File: src/rtl/ddwc_div.sv
`default_nettype none

// Pipelined unsigned restoring divider, one quotient bit per stage.
// The caller guarantees that the quotient fits in QUO_W bits whenever the
// result is used, so the remainder starts from the dividend's upper bits.
module ddwc_div #(
    parameter int NUM_W  = 32,
    parameter int DEN_W  = 17,
    parameter int QUO_W  = 16,
    parameter int SIDE_W = 1
) (
    input  wire logic              clk,
    input  wire logic              rst_n,
    input  wire logic              in_valid,
    input  wire logic [NUM_W-1:0]  num,
    input  wire logic [DEN_W-1:0]  den,
    input  wire logic [SIDE_W-1:0] side,
    output logic                   out_valid,
    output logic [QUO_W-1:0]       quo,
    output logic [SIDE_W-1:0]      out_side
);

    logic [QUO_W-1:0]  vld_reg;
    logic [DEN_W-1:0]  rem_reg  [QUO_W];
    logic [QUO_W-1:0]  lo_reg   [QUO_W];
    logic [DEN_W-1:0]  den_reg  [QUO_W];
    logic [SIDE_W-1:0] side_reg [QUO_W];

    for (genvar i = 0; i < QUO_W; i++) begin : g_stage
        logic             vld_prev;
        logic [DEN_W-1:0] rem_prev;
        logic [QUO_W-1:0] lo_prev;
        logic [DEN_W-1:0] den_prev;
        logic [SIDE_W-1:0] side_prev;
        logic [DEN_W:0]   trial;
        logic [DEN_W:0]   diff;
        logic             ge;

        if (i == 0) begin : g_first
            assign vld_prev  = in_valid;
            assign rem_prev  = DEN_W'(num[NUM_W-1:QUO_W]);
            assign lo_prev   = num[QUO_W-1:0];
            assign den_prev  = den;
            assign side_prev = side;
        end else begin : g_next
            assign vld_prev  = vld_reg[i-1];
            assign rem_prev  = rem_reg[i-1];
            assign lo_prev   = lo_reg[i-1];
            assign den_prev  = den_reg[i-1];
            assign side_prev = side_reg[i-1];
        end

        // Bring in the next dividend bit and try a subtraction.
        assign trial = {rem_prev, lo_prev[QUO_W-1]};
        assign diff  = trial - {1'b0, den_prev};
        assign ge    = (trial >= {1'b0, den_prev});

        always_ff @(posedge clk or negedge rst_n)
        begin
            if (!rst_n)
            begin
                vld_reg[i] <= 1'b0;
            end
            else
            begin
                vld_reg[i] <= vld_prev;
            end
        end

        always_ff @(posedge clk)
        begin
            rem_reg[i]  <= ge ? diff[DEN_W-1:0] : trial[DEN_W-1:0];
            lo_reg[i]   <= {lo_prev[QUO_W-2:0], ge};
            den_reg[i]  <= den_prev;
            side_reg[i] <= side_prev;
        end
    end

    assign out_valid = vld_reg[QUO_W-1];
    assign quo       = lo_reg[QUO_W-1];
    assign out_side  = side_reg[QUO_W-1];

endmodule

`default_nettype wire

File: config.mk
export PLATFORM = sky130hd
export DESIGN_NAME = ddwc_div
export DESIGN_NICKNAME = d
export VERILOG_FILES = /design/src/rtl/ddwc_div.sv
export SDC_FILE = /design/constraint.sdc
export NUM_CORES = 1
export LEC_CHECK = 0
export BUFFER_PORTS_ARGS = -buffer_cell sky130_fd_sc_hd__buf_2
export CAP_MARGIN = 15
export CORE_MARGIN = 2
export CORE_UTILIZATION = 44
export DETAILED_ROUTE_END_ITERATION = 8
export PLACE_DENSITY = 0.65
export SYNTH_ARGS = -nofsm -noshare
export SYNTH_HDL_FRONTEND = slang
export SYNTH_SLANG_ARGS = --single-unit
File: constraint.sdc
create_clock -name clk -period 4 [get_ports clk]
set_input_delay 0.8 -clock clk [delete_from_list [all_inputs] [get_ports clk]]
set_output_delay 0.8 -clock clk [all_outputs]
set_load 0.1 [all_outputs]
==> key figures, run 1 <==
Detailed routing
  – Total wire length: 56.63 mm
  – Wire per inst: 13.41 um
  – ANT nets after route: 0
  – 1st-iter DRT viols: 901
  – Via-per-instance ratio: 4.874
  – DR vias: a little over 20000
  – Drt drc: 0
  – TritonRoute pass-1 iters: 5

Pwr
  – Peak VDD IR: roughly 0.76 mV
  – Pint: around 21000 uW
  – Pwr Density: 908.4 mW/mm^2
  – Leakage: approximately 0.017 uW
  – Sequential power share: approximately 35%
  – Sw Ratio: a little over a third
  – Psw: roughly 11000 uW
  – Total Power: roughly 33000 uW
  – Clk pwr share: around 24%
  – Gate power share: ~41%

Cells and area
  – Share of post-route cells with drive strength above 1: between 10 and 15%
  – Layout Nets: about 3500
  – Antenna cell count: 0
  – Most frequent cells in the layout: 782 x dfxtp_1, 349 x inv_1, 272 x ha_1
  – Post-layout util: 50.47%
  – Commonest non-fill, non-tap cell in the layout: dfxtp_1
  – Max reg flops: 256
  – Synth-to-layout area growth: 13.93%

Setup path
  – Cell family with most CP delay: compound AO/OA/AOI/OAI gates
  – Setup crit start kind: flop
  – Critical path buffers and inverters: 2
  – WS Path Type: reg -> reg
  – Worst path most repeated cell: o21ai_1
  – Required @ worst endpoint: roughly 4.5 ns
  – Worst EP arrival: ~4.0 ns
  – Max FO, Critical Path: 13
  – Slowest stage cell on the critical path: a211oi_4
  – Crit. End Element: flop
  – Critical Path Max Stage Delay: 0.49 ns
  – CP Cell Sequence: ha_1 -> inv_1 -> fa_1 -> a21o_1 -> a21oi_1 -> o21ai_1 -> nor3_2 -> o21ai_2 -> a31oi_1 -> o21ai_1 -> a211oi_4 -> buf_12 -> mux2_2

Timing
  – Final Critical Period: 3.452 ns
  – Worst Tran Pin Value: slightly above 1 ns
  – Clock skew: 0.03314 ns
  – Slew Viols, Final: 0
  – Setup violations, final: 0
  – Slew margin rel.: between 30% and 40%
  – Setup TNS: 0 ns
  – Endpoints failing hold: 0
  – Max Freq: 289.7 MHz
  – Final period util: 86.29%
  – Unrepaired setup endpoints after global routing: no

Floorplanning
  – Core area: slightly above 0.07 mm^2
  – # IOs: slightly above 70
  – Die Y-Extent: 272.1 um
  – Starting density of the core: approximately 44%
  – Die width: 272.1 um
  – Die area: ~0.074 mm^2
  – Rows: 98

Clock network
  – Clock slew at reported path FFs: around 0.060 ns
  – Clock Path Buffers: 3
  – H-tree depth: 3
  – Post_cts resized: 0
  – Clock tree sinks: 798
  – Clock Root Buffer: clkbuf_16
  – CTS buffer count: 82
  – Setup Fix Bufs, Post-CTS: 0
  – CTS tree: yes
  – Insertion delay to the later sink of the worst-skew pair: between 0.6 and 0.7 ns
  – Hold_buf cts: 0

Run
  – Max Cap Viol: 0

Global routing
  – Total Routing Usage GR: between 10% and 20%
  – Largest net degree at the start of global routing: 35
  – Vias in the first global route: ~20000
  – Total global routing overflow: 0
  – Antenna violations before repair: 0
  – Global-route wire length before repair: around 95 mm

Yosys
  – Mean Syn Cell Area: 10.29 um^2
  – Top cell type's share of synthesized area: about half
  – Syn. warnings: 0
  – Flops & latches, synth: 798
  – Distinct cells, synth: between 80 and 90
  – Ys flop type: dfxtp_1
  – Syn Inst Count: 3071
  – Post-Syn Area: roughly 0.032 mm^2
  – Number of synthesized flops with an enable pin: 0
  – Sequential share of the synthesized area: just over 50%
  – Syn nets: between 3000 and 4000
  – Asr flop ratio synth: between 2 and 2.5%
  – Area leader, netlist: dfxtp_1
  – Area contributors post-synth: dfxtp_1 50%, ha_1 11%, inv_1 4.1%

Placed design
  – Port bufs: 70
  – Post-DP HPWL: around 43 mm
  – GPL Wtd Cong: between 0.8 and 0.9

Hold path
  – Hold Path Class: in -> async

Status
  – Status: complete, no violations
[cells in the mapped netlist (all sizes together) (14+ instances only)]
library cell  instances
clkbuf               23
nand2               168
nand3                44
ha                  272
o31ai                14
o21bai               36
dfrtp                16
nand2b               32
xnor2               122
nor2                161
nor3                 36
a21oi               222
buf                  17
nand4                28
o21a                 26
and3                 22
o211ai               14
mux2                109
a31oi                18
fa                   15
inv                 349
o21ai               187
xor2                 79
a21o                 76
a211oi               20
dfxtp               782
nor2b                29
[power groups by stage]
stage | Sequential (uW) | Clock, uW | Combinational (uW)
2_1_floorplan | 11600 | 0 | 10700
3_3_place_gp | 11500 | 0 | 13300
3_5_place_dp | 11500 | 0 | 13500
4_1_cts | 11300 | 8210 | 13600
5_1_grt | 11500 | 8560 | 15100
6_report | 11300 | 7920 | 13500
[cell type report]
cell class | count | area [um^2]
Inverter | 349 | 1310
Timing Repair Buffer | 93 | 548.0
Clock buffer | 107 | 2316
Tap cell | 950 | 1189
Fill cell | 6453 | 35350
Multi-Input combinational cell | 1884 | 14040
Sequential cell | 798 | 16060
Clock inverter | 43 | 561.8
[worst paths after layout]
check | start | to | slack [ns] | cells after the start
min reg2reg | lo_reg[2][8]$_DFF_P_ | lo_reg[3][9]$_DFF_P_ | 0.30 | 0
max in group asynchronous | rst_n | g_stage[12].vld_prev$_DFF_PN0_ | 3.64 | 1
min in group clk | num[11] | lo_reg[0][12]$_DFF_P_ | 0.27 | 1
max reg2reg | den_reg[0][34]$_DFF_P_ | rem_reg[1][19]$_DFF_P_ | 0.55 | 13
min | rst_n | g_stage[13].vld_prev$_DFF_PN0_ | 0.10 | 1
max | den_reg[0][34]$_DFF_P_ | rem_reg[1][19]$_DFF_P_ | 0.55 | 13
[stage by stage]
stage               worst slack (ns)  std cells  hold WS [ns]  area [um^2]
floorplan                     0.7999       3071        0.3096        31610
global placement              0.4498       4074        0.3098        33140
detailed placement            0.4614       4074        0.3121        33140
CTS                           0.5142       4224       0.06160        36020
global route                  0.2684       4224       0.09299        36020
finish                        0.5484       4224        0.1014        36020
[kinds of logic (layout without fill, tap and decap cells)]
family / after synthesis / count (layout) / synth area share (%)
compound gates: 699 / 699 / 13.86
xor+xnor: 201 / 201 / 5.569
fa+ha+maj: 287 / 287 / 11.71
buf+inv: 389 / 592 / 4.916
flops: 798 / 798 / 50.79
mux: 117 / 117 / 4.397
simple gates: 580 / 580 / 8.754
[routing by layer]
layer	wire [um]	part of all wire (%)	global-route usage, %	up-vias
met1	24650	44	17.92	9384
li1	-	-	-	10780
met5	0	0	0	-
met4	1737	3.1	6.463	0
met2	28090	50	28.03	298
met3	2152	3.8	2.786	120
Power figures use the tool's default switching activity.
==> run 2, diff against run 1 <==
--- a/config.mk
+++ b/config.mk
@@ -8,9 +8,9 @@
 export BUFFER_PORTS_ARGS = -buffer_cell sky130_fd_sc_hd__buf_2
 export CAP_MARGIN = 15
 export CORE_MARGIN = 2
-export CORE_UTILIZATION = 44
+export CORE_UTILIZATION = 62
 export DETAILED_ROUTE_END_ITERATION = 8
-export PLACE_DENSITY = 0.65
+export PLACE_DENSITY = 0.85
 export SYNTH_ARGS = -nofsm -noshare
 export SYNTH_HDL_FRONTEND = slang
 export SYNTH_SLANG_ARGS = --single-unit
==> key figures, run 2 (same netlist as run 1, synthesis figures left out) <==
Floorplanning
  – Die Y-Extent: 229.8 um (-16%)
  – # IOs: 71 (unchanged)
  – Starting density of the core: 62.88% (+19 points)
  – Die area: 0.05281 mm^2 (-29%)
  – Core area: 0.05027 mm^2 (-30%)
  – Rows: 82 (-16%)
  – Die width: 229.8 um (-16%)

Timing
  – Unrepaired setup endpoints after global routing: no
  – Slew Viols, Final: 0 (unchanged)
  – Final worst-path setup slack: 0.3959 ns (-0.1525 ns)
  – Max Freq: 277.5 MHz (-4.2%)
  – Setup TNS: 0 ns (unchanged)
  – Clock skew: 0.04352 ns (+0.01037 ns)
  – Slew margin rel.: 36.21% (+4.6 points)
  – Worst Tran Pin Value: 0.9568 ns (-0.06845 ns)
  – Final period util: 90.10% (+3.8 points)
  – Final Critical Period: 3.604 ns (+0.1525 ns)
  – Hold Slack: 0.08710 ns (-0.01430 ns)
  – Setup violations, final: 0 (unchanged)
  – Endpoints failing hold: 0 (unchanged)

Detailed routing
  – Total wire length: 68.40 mm (+21%)
  – Wire per inst: 17.37 um (+30%)
  – TritonRoute pass-1 iters: 8 (+3)
  – Drt drc: 0 (unchanged)
  – ANT nets after route: 0 (unchanged)
  – 1st-iter DRT viols: 1517 (+68%)
  – DR vias: 21990 (+6.8%)
  – Via-per-instance ratio: 5.585 (+15%)

Clock network
  – Post_cts resized: 0 (unchanged)
  – Clock Root Buffer: clkbuf_16
  – Hold_buf cts: 0 (unchanged)
  – H-tree depth: 3 (unchanged)
  – Insertion delay to the later sink of the worst-skew pair: 0.65 ns (+0.02 ns)
  – CTS tree: yes
  – Clock tree sinks: 798 (unchanged)
  – CTS buffer count: 79 (-3.7%)
  – Setup Fix Bufs, Post-CTS: 0 (unchanged)
  – Clock Path Buffers: 3 (unchanged)
  – Clock slew at reported path FFs: 0.06 ns (about the same)

Pwr
  – Leakage: 0.01647 uW (-0.58%)
  – Pwr Density: 944.3 mW/mm^2 (+4.0%)
  – Peak VDD IR: 0.5283 mV (-31%)

Global routing
  – Antenna violations before repair: 0 (unchanged)
  – Vias in the first global route: 22740 (+12%)
  – Largest net degree at the start of global routing: 34 (-2.9%)
  – Total Routing Usage GR: 25.90% (+10 points)
  – Global-route wire length before repair: 111.3 mm (+17%)
  – Total global routing overflow: 0 (unchanged)

Cells and area
  – Most frequent cells in the layout: 782 x dfxtp_1, 349 x inv_1, 272 x ha_1
  – Antenna cell count: 0 (unchanged)
  – Commonest non-fill, non-tap cell in the layout: dfxtp_1
  – Share of post-route cells with drive strength above 1: 10.96% (-0.52 points)
  – Non-filler cells, final: 3937 (-6.8%)
  – Synth-to-layout area growth: 12.57%
  – Max reg flops: 256 (unchanged)
  – Layout Nets: 3539 (-0.25%)

Setup path
  – Worst EP arrival: 4.09 ns (+0.12 ns)
  – Flop-to-flop setup slack: 0.40 ns (-0.15 ns)
  – Setup crit start kind: flop
  – Required @ worst endpoint: 4.49 ns (-0.03 ns)
  – Max FO, Critical Path: 16 (+3)
  – WS Path Type: reg -> reg
  – Worst R2R Path Depth: 13 (unchanged)
  – FF-to-FF Start: den_reg[0][34]$_DFF_P_
  – Crit. End Element: flop
  – Reg-to-reg endpoint: rem_reg[1][20]$_DFF_P_

Run
  – Max Cap Viol: 0 (unchanged)

Placed design
  – DP Worst Slack: 0.4174 ns (-0.04401 ns)
  – Port bufs: 70 (unchanged)
  – Post-DP HPWL: 48.96 mm (+14%)
  – GPL Wtd Cong: 0.9617 (+14%)
  – Placed cells: 3789 (-7.0%)

Hold path
  – Hold Path Class: in -> async

Status
  – Status: complete, no violations
[run 2: worst max-delay path by stage]
stage          slack (ns)  cells after the start              startpoint                endpoint
2_1_floorplan        0.80                     12                 num[15]  rem_reg[0][16]$_DFF_P_
3_3_place_gp         0.46                     13  den_reg[0][34]$_DFF_P_  rem_reg[1][21]$_DFF_P_
6_report             0.40                     13  den_reg[0][34]$_DFF_P_  rem_reg[1][20]$_DFF_P_
3_5_place_dp         0.42                     13  den_reg[0][34]$_DFF_P_  rem_reg[1][21]$_DFF_P_
5_1_grt              0.21                     13  den_reg[0][34]$_DFF_P_  rem_reg[1][21]$_DFF_P_
4_1_cts              0.38                     13  den_reg[0][34]$_DFF_P_  rem_reg[1][21]$_DFF_P_
[run 2: critical path, cell delays in order (launching register included)]
cell and delay (ns):
dfxtp_1 0.37, ha_1 0.20, inv_1 0.06, fa_1 0.39, a21o_1 0.17, a21oi_1 0.23, o21ai_1 0.16, nor3_2 0.15
o21ai_2 0.15, a31oi_1 0.36, o21ai_1 0.19, a211oi_4 0.32, buf_4 0.31, mux2_2 0.40
[run 2: final cells by class]
type | instances | area [um^2]
clock inverters | 39 | 616.8
multi-input cells | 1884 | 14040
well taps | 672 | 840.8
clock buffers | 108 | 2228
inverters | 349 | 1310
flip-flops and latches | 798 | 16060
repair buffers | 87 | 498.0
fillers | 3443 | 14690
[run 2: where the power goes]
| group | internal (uW) | leakage, uW | switching [uW] |
|---|---|---|---|
| clock network | 4800 | 0.00136 | 3150 |
| registers | 10300 | 0.00678 | 1290 |
| logic | 6300 | 0.00833 | 7820 |
| total | 21400 | 0.0165 | 12300 |
[run 2: metal layers]
| metal | vias up | track usage (%) | share of wire [%] |
|---|---|---|---|
| met2 | 669 | 49.08 | 53 |
| met5 | - | 0 | 0 |
| met3 | 247 | 4.067 | 4.2 |
| met1 | 10340 | 28.00 | 39 |
| met4 | 0 | 12.32 | 4.2 |
| li1 | 10730 | - | - |
[run 2: stage by stage]
step | instance area, um^2 | power [uW] | util (%)
floorplan | 31610 | 22250 | -
CTS | 35570 | 33550 | 70.76
detailed placement | 32730 | 25260 | 65.10
finish | 35590 | 33610 | 70.79
global route | 35590 | 35620 | 70.79
global placement | 32730 | 24600 | 65.10
==> run 3, diff against run 2 <==
--- a/config.mk
+++ b/config.mk
@@ -7,6 +7,7 @@
 export LEC_CHECK = 0
 export BUFFER_PORTS_ARGS = -buffer_cell sky130_fd_sc_hd__buf_2
 export CAP_MARGIN = 15
+export CORE_ASPECT_RATIO = 1.1
 export CORE_MARGIN = 2
 export CORE_UTILIZATION = 62
 export DETAILED_ROUTE_END_ITERATION = 8
==> key figures, run 3 (same netlist as run 1, synthesis figures left out) <==
Cells and area
  – Most frequent cells in the layout: 782 x dfxtp_1, 349 x inv_1, 272 x ha_1
  – Share of post-route cells with drive strength above 1: 10.75% (-0.22 points)
  – Max reg flops: 256 (unchanged)
  – Synth-to-layout area growth: 11.64%
  – Layout Nets: 3536 (-0.085%)
  – Commonest non-fill, non-tap cell in the layout: dfxtp_1

Clock network
  – CTS buffer count: 77 (-2.5%)
  – Hold_buf cts: 0 (unchanged)
  – Clock Path Buffers: 3 (unchanged)
  – Clock Root Buffer: clkbuf_16
  – Insertion delay to the later sink of the worst-skew pair: 0.62 ns (-0.03 ns)
  – Clock tree sinks: 798 (unchanged)
  – CTS tree: yes
  – Setup Fix Bufs, Post-CTS: 0 (unchanged)
  – Post_cts resized: 0 (unchanged)
  – Clock slew at reported path FFs: 0.06 ns (about the same)
  – H-tree depth: 3 (unchanged)

Setup path
  – Crit. End Element: flop
  – WS Path Type: reg -> reg
  – Cell family with most CP delay: compound AO/OA/AOI/OAI gates
  – Critical path buffers and inverters: 2 (unchanged)
  – Max FO, Critical Path: 15 (-1)
  – Slowest stage cell on the critical path: fa_1
  – Worst path most repeated cell: o21ai_1
  – Worst EP arrival: 4.28 ns (+0.19 ns)
  – Worst R2R Path Depth: 13 (unchanged)
  – Setup crit start kind: flop
  – Required @ worst endpoint: 4.48 ns (about the same)
  – Flop-to-flop setup slack: 0.20 ns (-0.20 ns)
  – Reg-to-reg endpoint: rem_reg[1][22]$_DFF_P_
  – FF-to-FF Start: den_reg[0][34]$_DFF_P_
  – CP Cell Sequence: ha_1 -> inv_1 -> fa_1 -> a21o_1 -> a21oi_1 -> o21ai_1 -> nor3_2 -> o21ai_2 -> a31oi_1 -> o21ai_1 -> a211oi_4 -> buf_4 -> mux2_2
  – Critical Path Max Stage Delay: 0.42 ns (+0.02 ns)

Timing
  – Unrepaired setup endpoints after global routing: no
  – Final period util: 95.01% (+4.9 points)
  – Final Critical Period: 3.800 ns (+0.1963 ns)
  – Setup TNS: 0 ns (unchanged)
  – Clock skew: 0.02258 ns (-0.02094 ns)
  – Endpoints failing hold: 0 (unchanged)
  – Final worst-path setup slack: 0.1996 ns (-0.1963 ns)
  – Slew margin rel.: 37.95% (+1.7 points)
  – Max Freq: 263.1 MHz (-5.2%)
  – Setup violations, final: 0 (unchanged)
  – Slew Viols, Final: 0 (unchanged)
  – Worst Tran Pin Value: 0.9188 ns (-0.03805 ns)

Global routing
  – Global-route wire length before repair: 106.6 mm (-4.2%)
  – Vias in the first global route: 22820 (+0.35%)
  – Total Routing Usage GR: 24.73% (-1.2 points)
  – Antenna violations before repair: 0 (unchanged)
  – Largest net degree at the start of global routing: 35 (+2.9%)
  – Total global routing overflow: 0 (unchanged)

Placed design
  – Post-DP HPWL: 46.80 mm (-4.4%)
  – GPL Wtd Cong: 0.9482 (-1.4%)
  – Port bufs: 70 (unchanged)
  – DP Worst Slack: 0.2505 ns (-0.1669 ns)

Floorplanning
  – # IOs: 71 (unchanged)
  – Die width: 219.3 um (-4.6%)
  – Starting density of the core: 62.91% (about the same)
  – Rows: 86 (+4.9%)
  – Die Y-Extent: 240.8 um (+4.8%)
  – Die area: 0.05281 mm^2 (about the same)
  – Core area: 0.05025 mm^2 (about the same)

Detailed routing
  – TritonRoute pass-1 iters: 5 (-3)
  – Total wire length: 64.70 mm (-5.4%)
  – ANT nets after route: 0 (unchanged)
  – Wire per inst: 16.52 um (-4.9%)
  – Via-per-instance ratio: 5.609 (+0.43%)
  – Drt drc: 0 (unchanged)
  – DR vias: 21970 (-0.082%)
  – 1st-iter DRT viols: 1100 (-27%)

Run
  – Max Cap Viol: 0 (unchanged)

Pwr
  – Pwr Density: 923.9 mW/mm^2 (-2.2%)
  – Peak VDD IR: 0.6803 mV (+29%)
  – Leakage: 0.01638 uW (-0.59%)

Hold path
  – Hold Path Class: in -> async

Status
  – Status: complete, no violations
## run 3: per-layer routing
| layer | GRT usage (%) | routed length [um] | share of wire, % |
|---|---|---|---|
| met1 | 25.20 | 24320 | 38 |
| met2 | 47.91 | 34640 | 54 |
| met3 | 3.390 | 2426 | 3.7 |
| met4 | 14.05 | 3318 | 5.1 |
| met5 | 0 | 0 | 0 |
## run 3: through the flow
step	hold WS, ns	utilization [%]	total power (uW)	std cells	instance area, um^2
global placement	0.3096	65.08	24360	3776	32710
floorplan	0.3096	-	22250	3071	31610
CTS	0.07265	70.20	32590	3915	35280
detailed placement	0.3121	65.08	25070	3776	32710
finish	0.09539	70.24	32610	3917	35300
global route	0.1019	70.23	34620	3916	35290
## run 3: area by class of cell
type / count / area, um^2
Antenna cell: 1 / 2.502
Clock inverter: 28 / 315.3
Inverter: 349 / 1310
Clock buffer: 111 / 2257
Fill cell: 3381 / 14960
Timing Repair Buffer: 86 / 490.5
Multi-Input combinational cell: 1884 / 14040
Sequential cell: 798 / 16060
Tap cell: 660 / 825.8
## run 3: worst max-delay path by stage
stage / endpoint / slack [ns] / startpoint / cells past startpoint
floorplan: rem_reg[0][16]$_DFF_P_ / 0.80 / num[15] / 12
global placement: rem_reg[1][22]$_DFF_P_ / 0.41 / den_reg[0][34]$_DFF_P_ / 13
detailed placement: rem_reg[1][22]$_DFF_P_ / 0.25 / den_reg[0][34]$_DFF_P_ / 13
CTS: rem_reg[1][22]$_DFF_P_ / 0.21 / den_reg[0][34]$_DFF_P_ / 13
global route: rem_reg[1][19]$_DFF_P_ / 0.03 / den_reg[0][34]$_DFF_P_ / 13
finish: rem_reg[1][22]$_DFF_P_ / 0.20 / den_reg[0][34]$_DFF_P_ / 13
## run 3: where the power goes
| group | total (uW) | switching [uW] | internal [uW] |
|---|---|---|---|
| Sequential | 11400 | 1180 | 10300 |
| Clock | 7230 | 2970 | 4270 |
| Combinational | 13900 | 7650 | 6290 |
